`config.mk`:
```
export PLATFORM = sky130hd
export DESIGN_NAME = overlap_alignment_quality_filter_unit_flat
export DESIGN_NICKNAME = d
export VERILOG_FILES = /design/src/hdl/oaqf_pkg.sv /design/src/hdl/oaqf_if.sv /design/src/hdl/overlap_alignment_quality_filter_unit.sv /design/src/hdl/oaqf_accum.sv /design/src/hdl/oaqf_decide.sv /design/src/flat_wrapper.sv
export VERILOG_INCLUDE_DIRS = /design/src /design/src/hdl
export SDC_FILE = /design/constraint.sdc
export NUM_CORES = 2
export LEC_CHECK = 0
export BUFFER_PORTS_ARGS = -buffer_cell sky130_fd_sc_hd__buf_2
export CAP_MARGIN = 20
export CORE_UTILIZATION = 35
export DETAILED_ROUTE_END_ITERATION = 10
export PLACE_DENSITY_LB_ADDON = 0.1
export RECOVER_POWER = 50
export SLEW_MARGIN = 20
export SYNTH_ARGS = -nofsm -noshare
export SYNTH_HDL_FRONTEND = slang
export SYNTH_HIERARCHICAL = 1
export SYNTH_SLANG_ARGS = --single-unit
```
`constraint.sdc`:
```
create_clock -name clock -period 14.35 [get_ports clock]
set_input_delay 0 -clock clock [delete_from_list [all_inputs] [get_ports clock]]
set_output_delay 0 -clock clock [all_outputs]
set_load 0.01 [all_outputs]
```
`src/hdl/overlap_alignment_quality_filter_unit_defines.svh`:
```
// ---------------------------------------------------------------------------
// Overlap alignment quality filter: assertion macros
// Shared concurrent assertion forms, clocked on clock, disabled in reset.
// ---------------------------------------------------------------------------
`ifndef OVERLAP_ALIGNMENT_QUALITY_FILTER_UNIT_DEFINES_SVH
`define OVERLAP_ALIGNMENT_QUALITY_FILTER_UNIT_DEFINES_SVH

// condition holds at every edge
`define OAQF_ASSERT_HOLDS(label, cond, msg) \
   label: assert property (@(posedge clock) disable iff (reset) (cond)) \
      else $error(msg);

// consequent holds in the same cycle as the antecedent
`define OAQF_ASSERT_IMPLIES(label, ante, cons, msg) \
   label: assert property (@(posedge clock) disable iff (reset) (ante) |-> (cons)) \
      else $error(msg);

// consequent holds in the cycle after the antecedent
`define OAQF_ASSERT_NEXT(label, ante, cons, msg) \
   label: assert property (@(posedge clock) disable iff (reset) (ante) |=> (cons)) \
      else $error(msg);

`endif

```
`src/hdl/oaqf_pkg.sv`:
```
// ---------------------------------------------------------------------------
// Overlap alignment quality filter package
// Widths, register indexes, configuration and pipeline payload types.
// ---------------------------------------------------------------------------
package oaqf_pkg;

   localparam int SITE_W     = 15;
   localparam int SCORE_W    = 16;
   localparam int GAIN_W     = 8;
   localparam int RATIO_W    = 16;
   localparam int ACC_W      = 32;
   localparam int SINGLE_W   = 10;
   localparam int GAP_W      = 26;
   localparam int DIFF_W     = SITE_W + 1;
   localparam int GSUM_W     = DIFF_W + 2;
   localparam int STEP_W     = GSUM_W + GAIN_W + 1;
   localparam int CSR_DATA_W = 32;
   localparam int CSR_ADDR_W = 5;
   localparam int REG_IDX_W  = 3;
   localparam int PCT_W      = 7;
   localparam int LHS_W      = SINGLE_W + PCT_W;
   localparam int RHS_W      = RATIO_W + GAP_W;

   localparam logic [SINGLE_W-1:0]     SINGLE_MAX = '1;
   localparam logic [GAP_W-1:0]        GAP_MAX    = '1;
   localparam logic signed [ACC_W-1:0] ACC_MAX    = {1'b0, {(ACC_W-1){1'b1}}};
   localparam logic signed [ACC_W-1:0] ACC_MIN    = {1'b1, {(ACC_W-1){1'b0}}};
   localparam logic [PCT_W-1:0]        PCT_SCALE  = 7'd100;

   typedef enum logic [REG_IDX_W-1:0] {
      REG_STEP_GAIN   = 3'd0,
      REG_GAP_PENALTY = 3'd1,
      REG_DROP_LIMIT  = 3'd2,
      REG_SCORE_LOW   = 3'd3,
      REG_SCORE_HIGH  = 3'd4,
      REG_RATIO_MID   = 3'd5,
      REG_RATIO_HIGH  = 3'd6
   } reg_index_type;

   typedef struct packed {
      logic [GAIN_W-1:0]         step_gain;
      logic [GAIN_W-1:0]         gap_penalty;
      logic signed [SCORE_W-1:0] drop_limit;
      logic signed [SCORE_W-1:0] score_low;
      logic signed [SCORE_W-1:0] score_high;
      logic [RATIO_W-1:0]        ratio_mid_band;
      logic [RATIO_W-1:0]        ratio_high_band;
   } cfg_type;

   typedef struct packed {
      logic                      first;
      logic                      last;
      logic signed [STEP_W-1:0]  step;
      logic signed [DIFF_W-1:0]  max_gap;
      logic signed [SCORE_W-1:0] overlap_score;
   } step_type;

   typedef struct packed {
      logic signed [ACC_W-1:0]   deepest_drop;
      logic [SINGLE_W-1:0]       single_count;
      logic [GAP_W-1:0]          long_gap_total;
      logic signed [SCORE_W-1:0] overlap_score;
   } stats_type;

   function automatic logic signed [ACC_W-1:0] sat_acc(input logic signed [ACC_W+1:0] v);
      logic signed [ACC_W-1:0] r;
      if (v > $signed({{2{ACC_MAX[ACC_W-1]}}, ACC_MAX})) begin
         r = ACC_MAX;
      end else if (v < $signed({{2{ACC_MIN[ACC_W-1]}}, ACC_MIN})) begin
         r = ACC_MIN;
      end else begin
         r = v[ACC_W-1:0];
      end
      return r;
   endfunction

endpackage

```
`src/hdl/oaqf_if.sv`:
```
// ---------------------------------------------------------------------------
// Overlap alignment quality filter channel interfaces
// Valid/ready channels for aligned site pairs and filter results.
// ---------------------------------------------------------------------------
interface oaqf_req_if;
   import oaqf_pkg::*;

   logic                      valid;
   logic                      ready;
   logic [SITE_W-1:0]         site_left;
   logic [SITE_W-1:0]         site_right;
   logic signed [SCORE_W-1:0] overlap_score;
   logic                      last_pair;

   modport source (output valid, site_left, site_right, overlap_score, last_pair,
                   input ready);
   modport sink   (input valid, site_left, site_right, overlap_score, last_pair,
                   output ready);
endinterface

interface oaqf_rsp_if;
   import oaqf_pkg::*;

   logic                    valid;
   logic                    ready;
   logic                    accept;
   logic signed [ACC_W-1:0] worst_drop;
   logic [SINGLE_W-1:0]     single_matches;
   logic [GAP_W-1:0]        gap_sum;

   modport source (output valid, accept, worst_drop, single_matches, gap_sum,
                   input ready);
   modport sink   (input valid, accept, worst_drop, single_matches, gap_sum,
                   output ready);
endinterface

```
`src/hdl/overlap_alignment_quality_filter_unit.sv`:
```
// ---------------------------------------------------------------------------
// Overlap alignment quality filter unit
// Streams aligned site pairs of a map overlap and reports accept/reject with
// drop, single-match and gap statistics on the last pair.
//
//   channel  dir   protocol     transfer
//   req_if   in    valid/ready  one aligned site pair
//   rsp_if   out   valid/ready  one result per overlap (last pair only)
//   csr      in    APB          register write/read, pready always high
//
// One pair per cycle sustained; a result becomes valid after its last pair
// passes the step, statistics and output registers behind the input reg.
// The accumulator loop is combinational between its state registers: add,
// peak compare, drop compare. Synchronous active-high reset clears state;
// no memory, no clearing pass. While a result waits, pairs keep flowing until
// a last pair reaches the accumulator; that pair and the pairs behind it then stall.
// ---------------------------------------------------------------------------
`include "overlap_alignment_quality_filter_unit_defines.svh"

module overlap_alignment_quality_filter_unit (
   input  logic                              clock,
   input  logic                              reset,
   oaqf_req_if.sink                          req_if,
   oaqf_rsp_if.source                        rsp_if,
   input  logic                              psel,
   input  logic                              penable,
   input  logic                              pwrite,
   input  logic [oaqf_pkg::CSR_ADDR_W-1:0]   paddr,
   input  logic [oaqf_pkg::CSR_DATA_W-1:0]   pwdata,
   output logic [oaqf_pkg::CSR_DATA_W-1:0]   prdata,
   output logic                              pready
);
   import oaqf_pkg::*;

   // configuration
   cfg_type       cfg_ff, cfg_in;
   reg_index_type reg_idx;
   logic          csr_write;

   assign pready    = 1'b1;
   assign reg_idx   = reg_index_type'(paddr[CSR_ADDR_W-1:2]);
   assign csr_write = psel && penable && pwrite;

   always_comb begin
      cfg_in = cfg_ff;
      if (csr_write) begin
         unique case (reg_idx)
            REG_STEP_GAIN:   cfg_in.step_gain       = pwdata[GAIN_W-1:0];
            REG_GAP_PENALTY: cfg_in.gap_penalty     = pwdata[GAIN_W-1:0];
            REG_DROP_LIMIT:  cfg_in.drop_limit      = pwdata[SCORE_W-1:0];
            REG_SCORE_LOW:   cfg_in.score_low       = pwdata[SCORE_W-1:0];
            REG_SCORE_HIGH:  cfg_in.score_high      = pwdata[SCORE_W-1:0];
            REG_RATIO_MID:   cfg_in.ratio_mid_band  = pwdata[RATIO_W-1:0];
            REG_RATIO_HIGH:  cfg_in.ratio_high_band = pwdata[RATIO_W-1:0];
            default: ;
         endcase
      end
   end

   always_comb begin
      unique case (reg_idx)
         REG_STEP_GAIN:   prdata = {{(CSR_DATA_W-GAIN_W){1'b0}}, cfg_ff.step_gain};
         REG_GAP_PENALTY: prdata = {{(CSR_DATA_W-GAIN_W){1'b0}}, cfg_ff.gap_penalty};
         REG_DROP_LIMIT:  prdata = {{(CSR_DATA_W-SCORE_W){cfg_ff.drop_limit[SCORE_W-1]}},
                                    cfg_ff.drop_limit};
         REG_SCORE_LOW:   prdata = {{(CSR_DATA_W-SCORE_W){cfg_ff.score_low[SCORE_W-1]}},
                                    cfg_ff.score_low};
         REG_SCORE_HIGH:  prdata = {{(CSR_DATA_W-SCORE_W){cfg_ff.score_high[SCORE_W-1]}},
                                    cfg_ff.score_high};
         REG_RATIO_MID:   prdata = {{(CSR_DATA_W-RATIO_W){1'b0}}, cfg_ff.ratio_mid_band};
         REG_RATIO_HIGH:  prdata = {{(CSR_DATA_W-RATIO_W){1'b0}}, cfg_ff.ratio_high_band};
         default:         prdata = '0;
      endcase
   end

   // stage flow control
   logic v1_ff, v1_in, v2_ff, v2_in, v3_ff, v3_in, rsp_valid_ff, rsp_valid_in;
   logic out_free, s3_free, s2_free, s1_free;
   logic s3_move, s2_move, s1_move, req_take;

   step_type  step_ff, step_in;
   stats_type stats_ff, stats_in;

   assign out_free = !rsp_valid_ff || rsp_if.ready;
   assign s3_move  = v3_ff && out_free;
   assign s3_free  = !v3_ff || out_free;
   assign s2_move  = v2_ff && (!step_ff.last || s3_free);
   assign s2_free  = !v2_ff || !step_ff.last || s3_free;
   assign s1_move  = v1_ff && s2_free;
   assign s1_free  = !v1_ff || s2_free;
   assign req_take = req_if.valid && s1_free;

   assign req_if.ready = s1_free;

   assign v1_in        = req_take || (v1_ff && !s1_move);
   assign v2_in        = s1_move || (v2_ff && !s2_move);
   assign v3_in        = (s2_move && step_ff.last) || (v3_ff && !s3_move);
   assign rsp_valid_in = s3_move || (rsp_valid_ff && !rsp_if.ready);

   // input register
   logic [SITE_W-1:0]         left_ff, right_ff;
   logic signed [SCORE_W-1:0] score_ff;
   logic                      last_ff;
   logic [SITE_W-1:0]         prev_left_ff, prev_left_in, prev_right_ff, prev_right_in;
   logic                      first_pending_ff, first_pending_in;

   logic signed [DIFF_W-1:0]   gap_left, gap_right;
   logic signed [GSUM_W-1:0]   gap_extra;
   logic signed [STEP_W-1:0]   penalty_prod;

   always_comb begin
      gap_left     = $signed({1'b0, left_ff}) - $signed({1'b0, prev_left_ff});
      gap_right    = $signed({1'b0, right_ff}) - $signed({1'b0, prev_right_ff});
      gap_extra    = {{2{gap_left[DIFF_W-1]}}, gap_left}
                     + {{2{gap_right[DIFF_W-1]}}, gap_right} - GSUM_W'(2);
      penalty_prod = $signed({1'b0, cfg_ff.gap_penalty}) * gap_extra;

      step_in               = step_ff;
      step_in.first         = first_pending_ff;
      step_in.last          = last_ff;
      step_in.step          = $signed({{(STEP_W-GAIN_W){1'b0}}, cfg_ff.step_gain})
                              - penalty_prod;
      step_in.max_gap       = (gap_left > gap_right) ? gap_left : gap_right;
      step_in.overlap_score = score_ff;

      prev_left_in     = prev_left_ff;
      prev_right_in    = prev_right_ff;
      first_pending_in = first_pending_ff;
      if (s1_move) begin
         prev_left_in     = left_ff;
         prev_right_in    = right_ff;
         first_pending_in = last_ff;
      end
   end

   oaqf_accum u_accum (
      .clock     (clock),
      .reset     (reset),
      .step_move (s2_move),
      .step_item (step_ff),
      .stats     (stats_in)
   );

   logic accept_in;

   oaqf_decide u_decide (
      .cfg    (cfg_ff),
      .stats  (stats_ff),
      .accept (accept_in)
   );

   logic                    accept_ff;
   logic signed [ACC_W-1:0] drop_ff;
   logic [SINGLE_W-1:0]     single_ff;
   logic [GAP_W-1:0]        gap_sum_ff;

   assign rsp_if.valid          = rsp_valid_ff;
   assign rsp_if.accept         = accept_ff;
   assign rsp_if.worst_drop     = drop_ff;
   assign rsp_if.single_matches = single_ff;
   assign rsp_if.gap_sum        = gap_sum_ff;

   always_ff @(posedge clock) begin
      if (reset) begin
         cfg_ff           <= '{step_gain:       8'd9,
                               gap_penalty:     8'd12,
                               drop_limit:      -16'sd30,
                               score_low:       16'sd80,
                               score_high:      16'sd100,
                               ratio_mid_band:  16'd150,
                               ratio_high_band: 16'd188};
         v1_ff            <= 1'b0;
         v2_ff            <= 1'b0;
         v3_ff            <= 1'b0;
         rsp_valid_ff     <= 1'b0;
         prev_left_ff     <= '0;
         prev_right_ff    <= '0;
         first_pending_ff <= 1'b1;
      end else begin
         cfg_ff           <= cfg_in;
         v1_ff            <= v1_in;
         v2_ff            <= v2_in;
         v3_ff            <= v3_in;
         rsp_valid_ff     <= rsp_valid_in;
         prev_left_ff     <= prev_left_in;
         prev_right_ff    <= prev_right_in;
         first_pending_ff <= first_pending_in;
      end
   end

   always_ff @(posedge clock) begin
      if (req_take) begin
         left_ff  <= req_if.site_left;
         right_ff <= req_if.site_right;
         score_ff <= req_if.overlap_score;
         last_ff  <= req_if.last_pair;
      end
      if (s1_move) begin
         step_ff <= step_in;
      end
      if (s2_move && step_ff.last) begin
         stats_ff <= stats_in;
      end
      if (s3_move) begin
         accept_ff  <= accept_in;
         drop_ff    <= stats_ff.deepest_drop;
         single_ff  <= stats_ff.single_count;
         gap_sum_ff <= stats_ff.long_gap_total;
      end
   end

   `OAQF_ASSERT_IMPLIES(a_rsp_drop_sign, rsp_valid_ff,
                        drop_ff[ACC_W-1] || drop_ff == '0, "positive worst drop on result")
   `OAQF_ASSERT_NEXT(a_stats_to_output, v3_ff && out_free, rsp_valid_ff,
                     "statistics did not reach output register")
   `OAQF_ASSERT_NEXT(a_stats_hold, v3_ff && !out_free, v3_ff && $stable(stats_ff),
                     "pending statistics overwritten")

endmodule

```
`src/hdl/oaqf_accum.sv`:
```
// ---------------------------------------------------------------------------
// Overlap alignment quality filter: score accumulator
// Running score, peak, deepest drop, single-match count and gap sum.
// ---------------------------------------------------------------------------
`include "overlap_alignment_quality_filter_unit_defines.svh"

module oaqf_accum (
   input  logic                 clock,
   input  logic                 reset,
   input  logic                 step_move,
   input  oaqf_pkg::step_type   step_item,
   output oaqf_pkg::stats_type  stats
);
   import oaqf_pkg::*;

   logic signed [ACC_W-1:0] score_ff, score_in;
   logic signed [ACC_W-1:0] peak_ff, peak_in;
   logic signed [ACC_W-1:0] deep_ff, deep_in;
   logic [SINGLE_W-1:0]     single_ff, single_in;
   logic [GAP_W-1:0]        long_ff, long_in;

   logic signed [ACC_W-1:0] new_score, new_peak, new_deep, drop;
   logic [SINGLE_W-1:0]     new_single;
   logic [GAP_W-1:0]        new_long;
   logic [GAP_W:0]          long_sum;

   always_comb begin
      new_score = sat_acc({{2{score_ff[ACC_W-1]}}, score_ff}
                          + {{(ACC_W+2-STEP_W){step_item.step[STEP_W-1]}}, step_item.step});
      new_peak  = (new_score > peak_ff) ? new_score : peak_ff;
      drop      = sat_acc({{2{new_score[ACC_W-1]}}, new_score}
                          - {{2{new_peak[ACC_W-1]}}, new_peak});
      new_deep  = (drop < deep_ff) ? drop : deep_ff;
      long_sum  = {1'b0, long_ff}
                  + {{(GAP_W+1-DIFF_W){1'b0}}, step_item.max_gap[DIFF_W-1:0]};
      new_single = single_ff;
      new_long   = long_ff;
      if (step_item.max_gap == DIFF_W'(1)) begin
         if (single_ff != SINGLE_MAX) begin
            new_single = single_ff + 1'b1;
         end
      end else if (step_item.max_gap > 0) begin
         new_long = long_sum[GAP_W] ? GAP_MAX : long_sum[GAP_W-1:0];
      end
      if (step_item.first) begin
         new_score  = score_ff;
         new_peak   = peak_ff;
         new_deep   = deep_ff;
         new_single = single_ff;
         new_long   = long_ff;
      end
   end

   assign stats = '{deepest_drop:   new_deep,
                    single_count:   new_single,
                    long_gap_total: new_long,
                    overlap_score:  step_item.overlap_score};

   always_comb begin
      score_in  = score_ff;
      peak_in   = peak_ff;
      deep_in   = deep_ff;
      single_in = single_ff;
      long_in   = long_ff;
      if (step_move) begin
         if (step_item.last) begin
            score_in  = '0;
            peak_in   = '0;
            deep_in   = '0;
            single_in = '0;
            long_in   = '0;
         end else begin
            score_in  = new_score;
            peak_in   = new_peak;
            deep_in   = new_deep;
            single_in = new_single;
            long_in   = new_long;
         end
      end
   end

   always_ff @(posedge clock) begin
      if (reset) begin
         score_ff  <= '0;
         peak_ff   <= '0;
         deep_ff   <= '0;
         single_ff <= '0;
         long_ff   <= '0;
      end else begin
         score_ff  <= score_in;
         peak_ff   <= peak_in;
         deep_ff   <= deep_in;
         single_ff <= single_in;
         long_ff   <= long_in;
      end
   end

   `OAQF_ASSERT_HOLDS(a_peak_above_score, score_ff <= peak_ff, "running score above peak")
   `OAQF_ASSERT_HOLDS(a_drop_nonpositive, deep_ff <= 0, "deepest drop positive")
   `OAQF_ASSERT_NEXT(a_clear_after_last, step_move && step_item.last, score_ff == 0 && peak_ff == 0 && deep_ff == 0 && single_ff == 0 && long_ff == 0, "state not cleared after last pair")

endmodule

```
`src/hdl/oaqf_decide.sv`:
```
// ---------------------------------------------------------------------------
// Overlap alignment quality filter: accept decision
// Drop limit, score bound and banded match-ratio test on final statistics.
// ---------------------------------------------------------------------------
module oaqf_decide (
   input  oaqf_pkg::cfg_type    cfg,
   input  oaqf_pkg::stats_type  stats,
   output logic                 accept
);
   import oaqf_pkg::*;

   logic                    drop_fail;
   logic                    score_fail;
   logic [RATIO_W-1:0]      thr;
   logic [LHS_W-1:0]        lhs;
   logic [RHS_W-1:0]        rhs;
   logic                    ratio_ok;
   logic signed [ACC_W-1:0] drop_limit_ext;

   always_comb begin
      drop_limit_ext = {{(ACC_W-SCORE_W){cfg.drop_limit[SCORE_W-1]}}, cfg.drop_limit};
      drop_fail  = stats.deepest_drop < drop_limit_ext;
      score_fail = stats.overlap_score < cfg.score_low;
      thr        = (stats.overlap_score < cfg.score_high) ? cfg.ratio_mid_band
                                                          : cfg.ratio_high_band;
      lhs        = stats.single_count * PCT_SCALE;
      rhs        = thr * stats.long_gap_total;
      ratio_ok   = (stats.long_gap_total == '0)
                   || ({{(RHS_W-LHS_W){1'b0}}, lhs} >= rhs);
      accept     = !drop_fail && !score_fail && ratio_ok;
   end

endmodule
```
`src/flat_wrapper.sv`:
```
// flat-port wrapper written by rule: the top's interface ports become plain ports
module overlap_alignment_quality_filter_unit_flat import oaqf_pkg::*;
  (clock, reset, psel, penable, pwrite, paddr, pwdata, prdata, pready, req_if_valid, req_if_site_left, req_if_site_right, req_if_overlap_score, req_if_last_pair, req_if_ready, rsp_if_valid, rsp_if_accept, rsp_if_worst_drop, rsp_if_single_matches, rsp_if_gap_sum, rsp_if_ready);
  oaqf_req_if req_if_i ();
  oaqf_rsp_if rsp_if_i ();
  input  logic clock;
  input  logic reset;
  input  logic psel;
  input  logic penable;
  input  logic pwrite;
  input  logic [oaqf_pkg::CSR_ADDR_W-1:0] paddr;
  input  logic [oaqf_pkg::CSR_DATA_W-1:0] pwdata;
  output logic [oaqf_pkg::CSR_DATA_W-1:0] prdata;
  output logic pready;
  input wire logic [$bits(req_if_i.valid)-1:0] req_if_valid;
  input wire logic [$bits(req_if_i.site_left)-1:0] req_if_site_left;
  input wire logic [$bits(req_if_i.site_right)-1:0] req_if_site_right;
  input wire logic [$bits(req_if_i.overlap_score)-1:0] req_if_overlap_score;
  input wire logic [$bits(req_if_i.last_pair)-1:0] req_if_last_pair;
  output wire logic [$bits(req_if_i.ready)-1:0] req_if_ready;
  output wire logic [$bits(rsp_if_i.valid)-1:0] rsp_if_valid;
  output wire logic [$bits(rsp_if_i.accept)-1:0] rsp_if_accept;
  output wire logic [$bits(rsp_if_i.worst_drop)-1:0] rsp_if_worst_drop;
  output wire logic [$bits(rsp_if_i.single_matches)-1:0] rsp_if_single_matches;
  output wire logic [$bits(rsp_if_i.gap_sum)-1:0] rsp_if_gap_sum;
  input wire logic [$bits(rsp_if_i.ready)-1:0] rsp_if_ready;
  assign req_if_i.valid = req_if_valid;
  assign req_if_i.site_left = req_if_site_left;
  assign req_if_i.site_right = req_if_site_right;
  assign req_if_i.overlap_score = req_if_overlap_score;
  assign req_if_i.last_pair = req_if_last_pair;
  assign req_if_ready = req_if_i.ready;
  assign rsp_if_valid = rsp_if_i.valid;
  assign rsp_if_accept = rsp_if_i.accept;
  assign rsp_if_worst_drop = rsp_if_i.worst_drop;
  assign rsp_if_single_matches = rsp_if_i.single_matches;
  assign rsp_if_gap_sum = rsp_if_i.gap_sum;
  assign rsp_if_i.ready = rsp_if_ready;
  overlap_alignment_quality_filter_unit u_core (.clock(clock), .reset(reset), .req_if(req_if_i), .rsp_if(rsp_if_i), .psel(psel), .penable(penable), .pwrite(pwrite), .paddr(paddr), .pwdata(pwdata), .prdata(prdata), .pready(pready));
endmodule
```
; ---- Yosys cells after proc, flatten, opt, wreduce, memory -nomap -nowiden
; Index checks and enable logic that the tools add are counted.
[word_totals]
reg_bits = 524
latch_bits = 0
mem_bits_rw = 0
rom_bits = 0
input_bits = 91
output_inout_bits = 104
wordCells = 138
n_memories = 0
[op_classes]
n_addsub = 9
multipliers = 3
div = 0
order_cmp = 12
n_eq_ne = 9
shifts = 0
muxes = 24
n_bitwise = 0
n_reduce_logical = 45
[op_table]
columns = operator, n
row1 = 32-bit 2-to-1 mux, 12
row2 = 32-bit one-hot mux with 7 select lines, 1
row3 = 26-bit 2-to-1 mux, 5
row4 = 17-bit by 42-bit >= comparator with 1-bit output, 1
row5 = 16-bit by 26-bit multiplier with 42-bit output, 1
row6 = 10-bit 2-to-1 mux, 4
row7 = "34-bit by 32-bit > comparator with 1-bit output, second input constant", 1
row8 = "34-bit by 32-bit < comparator with 1-bit output, second input constant", 1
row9 = 32-bit by 27-bit adder with 33-bit output, 1
row10 = "33-bit by 32-bit > comparator with 1-bit output, second input constant", 1
row11 = "33-bit by 32-bit < comparator with 1-bit output, second input constant", 1
row12 = 32-bit by 32-bit subtractor with 33-bit output, 1
row13 = 32-bit > comparator, 1
row14 = 16-bit < comparator, 2
row15 = 32-bit by 16-bit < comparator with 1-bit output, 1
row16 = 32-bit < comparator, 1
row17 = 16-bit 2-to-1 mux, 2
row18 = 15-bit by 15-bit subtractor with 16-bit output, 2
row19 = 26-bit by 16-bit adder with 27-bit output, 1
row20 = 9-bit by 18-bit multiplier with 27-bit output, 1
row21 = 9-bit by 27-bit subtractor with 27-bit output, 1
row22 = 26-bit logical NOT, 1
row23 = "18-bit by 2-bit subtractor with 18-bit output, second input constant", 1
row24 = 16-bit by 16-bit adder with 17-bit output, 1
row25 = other kinds (15), 57

; ---- Depth between registers and ports, before layout
[logic_depth]
word_depth = 14
ltp_mapped = 51
mapped_depth_nobuf = 45

; ---- Cells and area by module
; The synthesis kept the hierarchy.
[modules_own_cells]
columns = mod, n_inst, cells_each, area_per_inst_um2, seq_area_each_um2
row1 = overlap_alignment_quality_filter_unit, 1, 2099, 22816.9, 10460.0
row2 = oaqf_decide, 1, 1927, 16324.4, 0.0
row3 = oaqf_accum, 1, 1577, 12313.1, 2642.5

; ---- Worst setup path before layout
; Ideal clock, no wire load.
[synth_path]
kind = reg2reg
start = register u_core.u_accum.score_ff[0]
end = register u_core/stats_ff[54] (netlist bit), data pin
setup_time_ps = 260
arrival_ps = 10137
slack_ps = 3952
stages_incl_launch_ff = 52
path_buffers = 8
path_cell_list = dfxtp_1 ha_1 inv_1 fa_1 nand2b_1 a21oi_1 o221ai_1 a21oi_1 o21ai_1 o31ai_4 o311a_1 buf_2 nor2_1 nor2_1 ha_1 a21oi_1 nor2_1 a211oi_1 (+16 left out) xnor2_1 nor2_1 buf_2 buf_6 nor2_1 ha_1 a211oi_1 o21bai_1 a2111oi_0 o211ai_1 nor3b_1 nor3b_1 inv_2 o31ai_4 and2_4 buf_6 buf_6 mux2_4
[synth_rtl]
columns = item, line
row1 = "start, declared", oaqf_accum.sv:16  ; logic signed [ACC_W-1:0] score_ff, score_in;
row2 = "start signal, assigned", oaqf_accum.sv:90  ; score_ff <= score_in;
row3 = "end signal, assigned", overlap_alignment_quality_filter_unit.sv:202  ; stats_ff <= stats_in;
row4 = "end, declared", overlap_alignment_quality_filter_unit.sv:82  ; stats_type stats_ff, stats_in;

==> flow_summary.yaml <==
final_layout:
  instances_no_fill: 7692
  drive_gt1_share_pct: 6.65
  area_growth_syn_to_layout_pct: 10.9
  final_area_um2: 57100
  layout.nets: 6795
synthesis:
  synth_nets: 6684
  async_reset_ff_share_pct: 0
  synth_area_leader_cell: "fa_1"
  synth_area_um2: 51500
  synth_commonest_cells: "inv_1 (802), nand2_1 (650), ha_1 (524)"
  synth-seq-cells: 524
  synth_area_per_cell_um2: 9.18
  synth_top_area_share_pct: 18.1
  synth_edf_count: 261
  synth_ff_type: "dfxtp_1"
  synth.most_common_cell: "inv_1"
  ys_warn_count: 6
  synthDistinctLibCells: 127
  syn_inst: 5603
  ys_top_cells_by_area: "fa_1 (18%), edfxtp_1 (15%), ha_1 (13%)"
  synth_seq_area_share_pct: 25.5
sta:
  final-max-slew-violation-count: 356
  fin_skew_ns: 0.0354
  hold_viol_final: 0
  rsz0062_at_grt: "no"
  tightest_slew_ns: 3.17
  holdWs_ns: 0.0504
  final.setup.tns_ns: 0
  min_period_ns: 12.88
  finalSetupViolCount: 0
  relSlewSlack_pct: -111
  timing.fmax_mhz: 77.7
  fin_crit_sh_pct: 89.7
clock_network:
  cts_root_buffer: "clkbuf_16"
  insertion_delay_ns: 0.67
  cts.htree.levels: 3
  cts_buffer_depth: 3
  cts_resized: 0
  cts_tree: "built"
  cts_sinks: 524
  cts_buffers: 69
  cts.clk_slew.worst_paths_ns: 0.06
global_routing:
  antenna_found_initial: 20
  overflow: 0
  grt_max_degree: 64
  first_global_vias: 39000
  grt_usage_pct: 20.4
  grt_pass1_wl_um: 233000
setup_path:
  startpoint_type: "flop"
  max_stage_delay_ns: 0.77
  crit_type: "reg2reg"
  crit_path_frequent_cell: "a21oi_1"
  end_kind: "flop"
  crit_required_ns: 14.75
  crit_slowest_cell: "o311a_1"
  crit_fanout: 34
  cp.arrival_ns: 13.28
floorplan:
  die-height_um: 385
  die_w_um: 385
  initial_core_util_pct: 35.3
  core_um2: 146000
  rows: 140
  die_area_um2: 149000
  pin_count: 195
detailed_routing:
  finalWirelength_um: 152000
  drtIter0Drc: 2386
  avgRoutedWirePerCell_um: 19.7
  avgViaCountPerCell: 5.11
  dr.pass1.iters: 7
  drtAntennaViolNets: 0
  num_vias: 39300
  drcViolationCount: 0
run_status:
  violations: "max-capacitance violations, max-slew violations"
  status: "finished with violations"
place:
  port_buffers: 175
  place_area_um2: 54000
  routabilityCongestion: 0.874
  dp_cells: 7489
  hpwl_um: 116000
min_path:
  hold_class: "in2reg"
flow_run:
  cap_viol_max_count: 9
## worst max-delay path: cells and delay by family (launching register included)
kind            cells  cell delay, ns
buf+inv             3            0.48
simple gates       11            3.35
fa+ha+maj           5            1.54
mux                 4            1.09
compound gates     18            5.80
flops               1            0.34
## placed cells by master (no fill, tap or decap), drive strengths merged, types with 71 or more instances in the layout
cell and count:
dlygate4sd3 71, ha 524, dfxtp 263, nor3 75, nand2 651, a21o 75
o21ai 170, nor2 276, buf 128, and2 286, edfxtp 261, clkbuf 190
nand3 76, xnor2 105, inv 809, a21oi 353, fa 466
## stage by stage
stage / util (%) / setup slack, ns
after detailed placement: 37.1 / 1.47
final: 39.1 / 1.47
after global placement: 37.1 / 1.31
after global routing: 39.1 / 0.251
after floorplan: - / 3.95
after CTS: 39.3 / 1.34
## what timing repair did
item                                   CTS  global route
endpoints found under the hold margin  169             0
buffers inserted                         0             0
hold buffers                            71             0
## cells by family (layout without fill, tap and decap cells)
family                     count (synthesis)  after routing  synth area share (%)
buffers and inverters                   1065           1233                  8.18
muxes                                    122            122                  2.88
and+or+nand+nor                         1678           1678                  15.9
AOI/OAI and AO/OA                       1043           1043                  13.6
adders and majority gates                996            996                  31.0
other                                      1              5               0.00729
DFF                                      524            524                  25.5
xor gates and xnor gates                 174            174                  3.00
## metal layers
metal  part of all wire [%]  wire length [um]  vias to the layer above  track usage [%]
li1                       -                 -                    19000                -
met1                     50             75600                    19400             30.0
met2                     45             67600                      792             32.1
met3                    4.3              6530                      134             2.31
met4                    1.4              2110                        6             3.84
met5                  0.026                40                        -                0
## final cells by class
class	instances	area [um^2]
clock buffer	91	1930
clock inverter	37	581
multi-input combinational	4014	34200
tap	1917	2400
antenna	4	10.0
inverter	807	3030
timing repair buffer	298	1800
fill	14900	88700
sequential	524	13100
## state kept, by name (all words and copies together), names as in the netlist, 10 cells and up
| name | count |
|---|---|
| u_core/cfg_ff | 96 |
| u_core/u_accum/deep_ff | 32 |
| u_core/u_accum/long_ff | 26 |
| u_core/rsp_if.worst_drop | 32 |
| u_core/prev_left_ff | 15 |
| u_core/left_ff | 15 |
| u_core/u_accum/score_ff | 32 |
| u_core/rsp_if.single_matches | 10 |
| u_core/score_ff | 16 |
| u_core/prev_right_ff | 15 |
| u_core/right_ff | 15 |
| u_core/rsp_if.gap_sum | 26 |
| u_core/stats_ff | 84 |
| u_core/step_ff | 61 |
| u_core/u_accum/peak_ff | 32 |
| u_core/u_accum/single_ff | 10 |
## worst paths after layout
path,to,cells after the start,start,slack (ns)
max,u_core/stats_ff[53],41,u_core/u_accum/score_ff[0],1.47
min,u_core/right_ff[11],2,req_if_site_right[11],0.05
min reg2reg,u_core/stats_ff[0],0,u_core/step_ff[0],0.42
max reg2reg,u_core/stats_ff[53],41,u_core/u_accum/score_ff[0],1.47
Power is left out: the tool's default activity adds up to more than one toggle a clock period on the data nets, which glitch-free logic cannot reach.
